`src/sv/dnsfy_pkg.sv`:
```
// ----------------------------------------------------------------------------
// dnsfy_pkg: shared types and constants of the joint waypoint densifier
// Widths, defaults and the lane types.
// ----------------------------------------------------------------------------
package dnsfy_pkg;
   localparam int ANGLE_W       = 24;
   localparam int STEP_W        = 24;
   localparam int MAX_JOINTS    = 6;
   localparam int JOINTS_DEF    = 6;
   localparam int MAX_STEPS_DEF = 64;
   localparam int DIFF_W        = ANGLE_W + 1;
   localparam int SQ_W          = 2 * ANGLE_W;
   localparam int SPAN2_W       = SQ_W + 3;
   localparam int CNT_W         = 7;
   localparam int REACH_W       = STEP_W + CNT_W;
   localparam int REACH2_W      = 2 * REACH_W;
   localparam int PROD_W        = DIFF_W + CNT_W;

   typedef logic signed [ANGLE_W-1:0] angle_type;
   typedef logic signed [DIFF_W-1:0]  diff_type;
   typedef logic [CNT_W-1:0]          cnt_type;
endpackage

```
`src/sv/dnsfy_divider.sv`:
```
// ----------------------------------------------------------------------------
// dnsfy_divider: restoring divider for one joint lane
// Signed truncating quotient of a product by the step count, one bit a cycle.
// ----------------------------------------------------------------------------
module dnsfy_divider (
   input  logic                              clock,
   input  logic                              reset,
   input  logic                              start,
   input  logic signed [dnsfy_pkg::PROD_W-1:0] dividend,
   input  dnsfy_pkg::cnt_type                divisor,
   output logic                              done,
   output logic signed [dnsfy_pkg::PROD_W-1:0] quotient
);
   import dnsfy_pkg::*;
   localparam int BIT_W = $clog2(PROD_W + 1);

   logic [PROD_W-1:0] quo_ff, quo_in;
   logic [CNT_W-1:0]  rem_ff, rem_in;
   logic [BIT_W-1:0]  bit_ff, bit_in;
   logic              busy_ff, busy_in;
   logic              neg_ff, neg_in;
   logic [CNT_W:0]    trial;

   always_comb begin
      quo_in  = quo_ff;
      rem_in  = rem_ff;
      bit_in  = bit_ff;
      busy_in = busy_ff;
      neg_in  = neg_ff;
      trial   = {rem_ff, quo_ff[PROD_W-1]};
      if (start) begin
         neg_in  = dividend[PROD_W-1];
         quo_in  = dividend[PROD_W-1] ? PROD_W'(-dividend) : PROD_W'(dividend);
         rem_in  = '0;
         bit_in  = BIT_W'(PROD_W);
         busy_in = 1'b1;
      end else if (busy_ff) begin
         // remainder stays below the divisor, so it fits CNT_W bits
         if (trial >= {1'b0, divisor}) begin
            rem_in = CNT_W'(trial - {1'b0, divisor});
            quo_in = {quo_ff[PROD_W-2:0], 1'b1};
         end else begin
            rem_in = trial[CNT_W-1:0];
            quo_in = {quo_ff[PROD_W-2:0], 1'b0};
         end
         bit_in = bit_ff - 1'b1;
         if (bit_ff == BIT_W'(1)) busy_in = 1'b0;
      end
   end

   always_ff @(posedge clock) begin
      quo_ff <= quo_in;
      rem_ff <= rem_in;
      bit_ff <= bit_in;
      neg_ff <= neg_in;
      if (reset) busy_ff <= 1'b0;
      else       busy_ff <= busy_in;
   end

   assign done     = ~busy_ff;
   assign quotient = neg_ff ? -$signed(quo_ff) : $signed(quo_ff);
endmodule

```
`src/sv/dnsfy_lane.sv`:
```
// ----------------------------------------------------------------------------
// dnsfy_lane: one joint's difference, square and point offset
// Holds diff, produces diff squared and prev + trunc(diff*s/steps).
// ----------------------------------------------------------------------------
module dnsfy_lane (
   input  logic                 clock,
   input  logic                 reset,
   input  logic                 load,
   input  dnsfy_pkg::angle_type target,
   input  dnsfy_pkg::angle_type prev,
   output logic [dnsfy_pkg::SQ_W-1:0] diff_sq,
   input  logic                 div_start,
   input  dnsfy_pkg::cnt_type   s_num,
   input  dnsfy_pkg::cnt_type   steps,
   output logic                 div_done,
   output dnsfy_pkg::angle_type point
);
   import dnsfy_pkg::*;

   diff_type           diff_ff, diff_in;
   logic [ANGLE_W-1:0] mag;
   logic [SQ_W-1:0]    sq_ff;
   logic signed [PROD_W-1:0] prod_ff, prod_in;
   logic signed [PROD_W-1:0] quot;

   assign diff_in = load ? diff_type'(target) - diff_type'(prev) : diff_ff;
   // a difference of two 24-bit angles has a magnitude below 2^24
   assign mag     = ANGLE_W'(diff_ff[DIFF_W-1] ? -diff_ff : diff_ff);
   assign prod_in = PROD_W'(diff_ff) * $signed({1'b0, s_num});

   always_ff @(posedge clock) begin
      diff_ff <= diff_in;
      sq_ff   <= mag * mag;
      prod_ff <= prod_in;
   end

   assign diff_sq = sq_ff;

   dnsfy_divider u_div (
      .clock(clock), .reset(reset), .start(div_start), .dividend(prod_ff),
      .divisor(steps), .done(div_done), .quotient(quot));

   assign point = angle_type'(PROD_W'(prev) + quot);
endmodule
```
`config.mk`:
```
export PLATFORM = sky130hd
export DESIGN_NAME = dnsfy_lane
export DESIGN_NICKNAME = d
export VERILOG_FILES = /design/src/sv/dnsfy_pkg.sv /design/src/sv/dnsfy_divider.sv /design/src/sv/dnsfy_lane.sv
export SDC_FILE = /design/constraint.sdc
export NUM_CORES = 2
export LEC_CHECK = 0
export BUFFER_PORTS_ARGS = -buffer_cell sky130_fd_sc_hd__clkbuf_2
export CAP_MARGIN = 20
export CELL_PAD_IN_SITES_DETAIL_PLACEMENT = 1
export CELL_PAD_IN_SITES_GLOBAL_PLACEMENT = 2
export CORE_MARGIN = 4
export CORE_UTILIZATION = 44
export DETAILED_ROUTE_END_ITERATION = 10
export MAX_ROUTING_LAYER = met4
export PLACE_DENSITY_LB_ADDON = 0.25
export SLEW_MARGIN = 25
export SYNTH_ARGS = -nofsm -noshare
export SYNTH_HDL_FRONTEND = slang
export SYNTH_HIERARCHICAL = 1
export SYNTH_SLANG_ARGS = --single-unit
```
`constraint.sdc`:
```
create_clock -name clock -period 23.3 [get_ports clock]
set_input_delay 1.165 -clock clock [delete_from_list [all_inputs] [get_ports clock]]
set_output_delay 1.165 -clock clock [all_outputs]
set_load 0.02 [all_outputs]
```
## After elaboration in Yosys (flattened, before gate mapping)

Index checks and enable logic that the tools add are counted.

| storage, ports and cells | value |
|---|---|
| bits of input ports | 66 |
| word-level logic and storage cells | 31 |
| register bits | 152 |
| output and inout bits | 73 |

| operators by class | value |
|---|---|
| multiplexer cells | 10 |
| bitwise operators | 1 |
| multiply operators | 2 |
| reduce and logical (&&, ||, !) cells | 1 |
| eq/ne operators | 1 |
| $add $sub $neg | 7 |
| $lt $le $gt $ge | 1 |

Operators with widths:

| operator | number |
|---|---|
| two-way mux 32 bit | 3 |
| multiplier 24 x 24 -> 48 bit | 1 |
| two-way mux 24 bit | 2 |
| negator 24 bit | 2 |
| multiplier 25 x 8 -> 32 bit | 1 |
| negator 32 bit | 1 |
| subtractor 24 x 24 -> 25 bit | 1 |
| adder 24 bit | 1 |
| greater-or-equal comparator 8 x 7 -> 1 bit | 1 |
| two-way mux 7 bit | 1 |
| subtractor 7 bit | 1 |
| == test 6 x 1 -> 1 bit (second input constant) | 1 |
| subtractor 6 x 1 -> 6 bit (second input constant) | 1 |
| two-way mux 1 bit | 4 |
| nonzero test 2 bit | 1 |
| NOT 1 bit | 1 |

## Depth between registers and ports, before layout

| logic depth | value |
|---|---|
| depth in word-level cells | 4 |
| depth in mapped cells | 35 |
| mapped depth without buffers | 32 |

## Hierarchy

The synthesis kept the hierarchy.

By module, submodules not included:

| module | seq. area each (sq um) | area each (sq um) | instances | cells each |
|---|---|---|---|---|
| dnsfy_lane | 2332.2 | 26840.7 | 1 | 2951 |
| dnsfy_divider | 1271.2 | 3621.0 | 1 | 402 |

## Worst setup path after synthesis

Ideal clock, no wire load.

| timing path | value |
|---|---|
| path type | reg2reg |
| start | register diff_ff[7] |
| end | register sq_ff[43] (netlist: diff_sq[43]) |
| required time | 23.228 ns |
| setup time | 0.072 ns |
| slack | 14.715 ns |
| stages on the path, launching flop included | 32 |
| data arrival time | 8.513 ns |
| buffers on the path | 4 |
| period minus slack after synthesis | 8.585 ns |
| cell sequence | edfxtp_1 -> buf_2 -> or4_1 -> or3_1 -> or3_1 -> clkbuf_1 -> o31a_1 -> xor2_1 -> clkbuf_1 -> nand2_1 -> fa_1 -> inv_1 -> fa_1 -> fa_1 -> inv_1 -> fa_1 -> inv_1 -> fa_1 -> inv_1 -> fa_1 -> inv_1 -> fa_1 -> ha_1 -> clkbuf_1 -> and4_1 -> a221oi_1 -> o21ai_0 -> a21oi_1 -> o211a_1 -> o31a_1 -> o21ai_0 -> xor2_1 |

| on the way | value |
|---|---|
| longest elaborated chain between the ends | 3 |

RTL lines:

| element | line | RTL |
|---|---|---|
| start: declaration | dnsfy_lane.sv:20 | `diff_type diff_ff, diff_in;` |
| start signal: assignment | dnsfy_lane.sv:32 | `diff_ff <= diff_in;` |
| negator 24 bit | dnsfy_lane.sv:28 | `assign mag = ANGLE_W'(diff_ff[DIFF_W-1] ? -diff_ff : diff_ff);` |
| two-way mux 24 bit (*) | dnsfy_lane.sv:28 |  |
| multiplier 24 x 24 -> 48 bit (*) | dnsfy_lane.sv:33 | `sq_ff <= mag * mag;` |
| end signal: assignment | dnsfy_lane.sv:33 |  |
| end: declaration | dnsfy_lane.sv:22 | `logic [SQ_W-1:0] sq_ff;` |

Every way passes the cells marked *; elsewhere a longest branch is shown, timed or not.
A chain may end at the register's enable or synchronous reset.

## Worst setup path in the final report

| timing path | value |
|---|---|
| start | register diff_ff[5] |
| end | register sq_ff[45] (netlist: diff_sq[45]) |

Same word-level chain as after synthesis.

==> impl_metrics.tcl <==
set metrics [dict create \
    status "finished, final reports clean" \
    layout.nets 4320 \
    rows 95 \
    slew_violations 0 \
    cpMaxStageDelayCell "clkinv_1" \
    core-area_um2 67750 \
    crit-reg2reg-launch "diff_ff[5]" \
    wl_mm 85.44 \
    fin_ws_ns 12.87 \
    grt_usage_pct 25.00 \
    drc 0 \
    ant_nets 0 \
    cts_buffers 17 \
    finClkSkew_ns 0.02450 \
    clock_path_buffers 2 \
    dieArea_um2 73110 \
    path_clk_slew_ns 0.08 \
    gr-total-overflow 0 \
    cts_hold_buf 0 \
    hpwl_mm 72.02 \
    hp-class "reg -> reg" \
    die_h_um 270.4 \
    setup_viol 0 \
    cts_resized 0 \
    crit_path_max_incr_delay_ns 0.78 \
    port_buffers 137 \
    whs_ns 0.4679 \
    worstPathMaxFanout 18 \
    top_layer "met4" \
    layout_min_cycle_time_ns 10.43 \
    syn_avg_cell_area_um2 9.100 \
    cts_setup_buffers 0 \
    grt_max_degree 75 \
    via_per_inst 5.275 \
    crit_arrival_ns 10.79 \
    worstSetupPathType "reg -> reg" \
    nFillCells 7919 \
    yosys_warnings 6 \
    drt_iter0_drc 1038 \
    cpMostUsedCell "fa_1" \
    rsz0062_at_grt "false" \
    mostFrequentLayoutCell "inv_1" \
    slew_headroom_pct 22.78 \
    diodes 0 \
    r2r_end "diff_sq[45]" \
    post_drt_wl_per_cell_um 19.92 \
    first_pass_iters 5 \
    initial_core_util_pct 44.71 \
    synth_fp_nets 4245 \
    final.setup.tns_ns 0 \
    required_ns 23.66 \
    dr_total_vias 22629 \
    post-route-period-util_pct 44.76 \
    cts.sinks 151 \
    synth_cells 3329 \
    final_cell_mix "inv_1 (764), fa_1 (556), ha_1 (294)" \
    met1_length_mm 36.83 \
    worst_slew_pin_slew_ns 1.154 \
    r2r_slack_ns 12.87 \
    clock_latency_ns 0.50 \
    synthesis.area_um2 30290 \
    drive_gt1_share_pct 6.936 \
    fmax_mhz 95.89 \
    gp_congestion 0.9086 \
    holdCritStartpoint "u_div/rem_ff[6]" \
    die-width_um 270.4 \
    critPathLaunchType "flip-flop" \
    ctsHtreeMaxLevel 4 \
    ctsRootBufferMaster "clkbuf_16" \
    crit_path_end_kind "flip-flop" \
    hold_violations 0 \
    ios 139 \
    met3_length_mm 2.673 \
    rr_worst_depth 29 \
    grt_pass1_vias 26279 \
    hold_depth 1 \
    area_delta_synth_final_pct 7.117 \
    cts_tree "built" \
    cap_violations 0 \
    dr_wl_met2_mm 43.81 \
    grt_pass1_wl_mm 141.9 \
    antenna_found_initial 0 \
    hold_end "u_div/rem_ff[6]" \
    pre_cts_ws_ns 12.85 \
]
[metrics by stage]
stage | std cells | cell area, um2 | util [%]
floorplan | 3329 | 30290 | -
global placement | 4258 | 31860 | 47.02
detailed placement | 4258 | 31860 | 47.02
CTS | 4290 | 32450 | 47.89
global route | 4290 | 32450 | 47.89
finish | 4290 | 32450 | 47.89
[flip-flops by register name, summed over array words and instances, names as in the netlist]
| name | count |
|---|---|
| diff_sq | 47 |
| diff_ff | 25 |
| u_div/bit_ff | 6 |
| prod_ff | 32 |
| u_div/neg_ff | 1 |
| u_div/busy_ff | 1 |
| u_div/rem_ff | 7 |
| u_div/quo_ff | 32 |
[final cells by class]
type	instances	area [um2]	area share [%]
timing repair buffer	165	895.9	2.761
clock buffer	17	425.4	1.311
multi-input combinational	2296	23370	72.01
sequential	151	3603	11.11
inverter	773	2902	8.942
tap	873	1092	3.366
clock inverter	15	162.7	0.5013
[worst max-delay path: cells and delay by family, from the launching register on]
kind	cells	cell delay (ns)
xor gates and xnor gates	2	0.74
DFF	1	0.54
buffers and inverters	6	1.08
adders and majority gates	8	3.84
and+or+nand+nor	6	1.78
AOI/OAI and AO/OA	7	2.29
[metal layers]
metal | track usage [%] | up-vias
met3 | 2.754 | 119
met1 | 30.85 | 11656
li1 | - | 10458
met5 | - | -
met4 | 6.672 | 0
met2 | 43.88 | 396
[how the worst max path moves through the flow]
| stage | endpoint | slack (ns) | start | depth (start not counted) |
|---|---|---|---|---|
| finish | diff_sq[45] | 12.87 | diff_ff[5] | 29 |
| global route | diff_sq[45] | 12.23 | diff_ff[5] | 29 |
| CTS | diff_sq[45] | 12.82 | diff_ff[5] | 29 |
| detailed placement | diff_sq[45] | 12.85 | diff_ff[5] | 29 |
| global placement | diff_sq[45] | 13.19 | diff_ff[13] | 30 |
| floorplan | diff_sq[43] | 14.72 | diff_ff[7] | 31 |
Power is not shown: default switching activity piles up to over one toggle a cycle in this logic, so the estimate is an artifact.
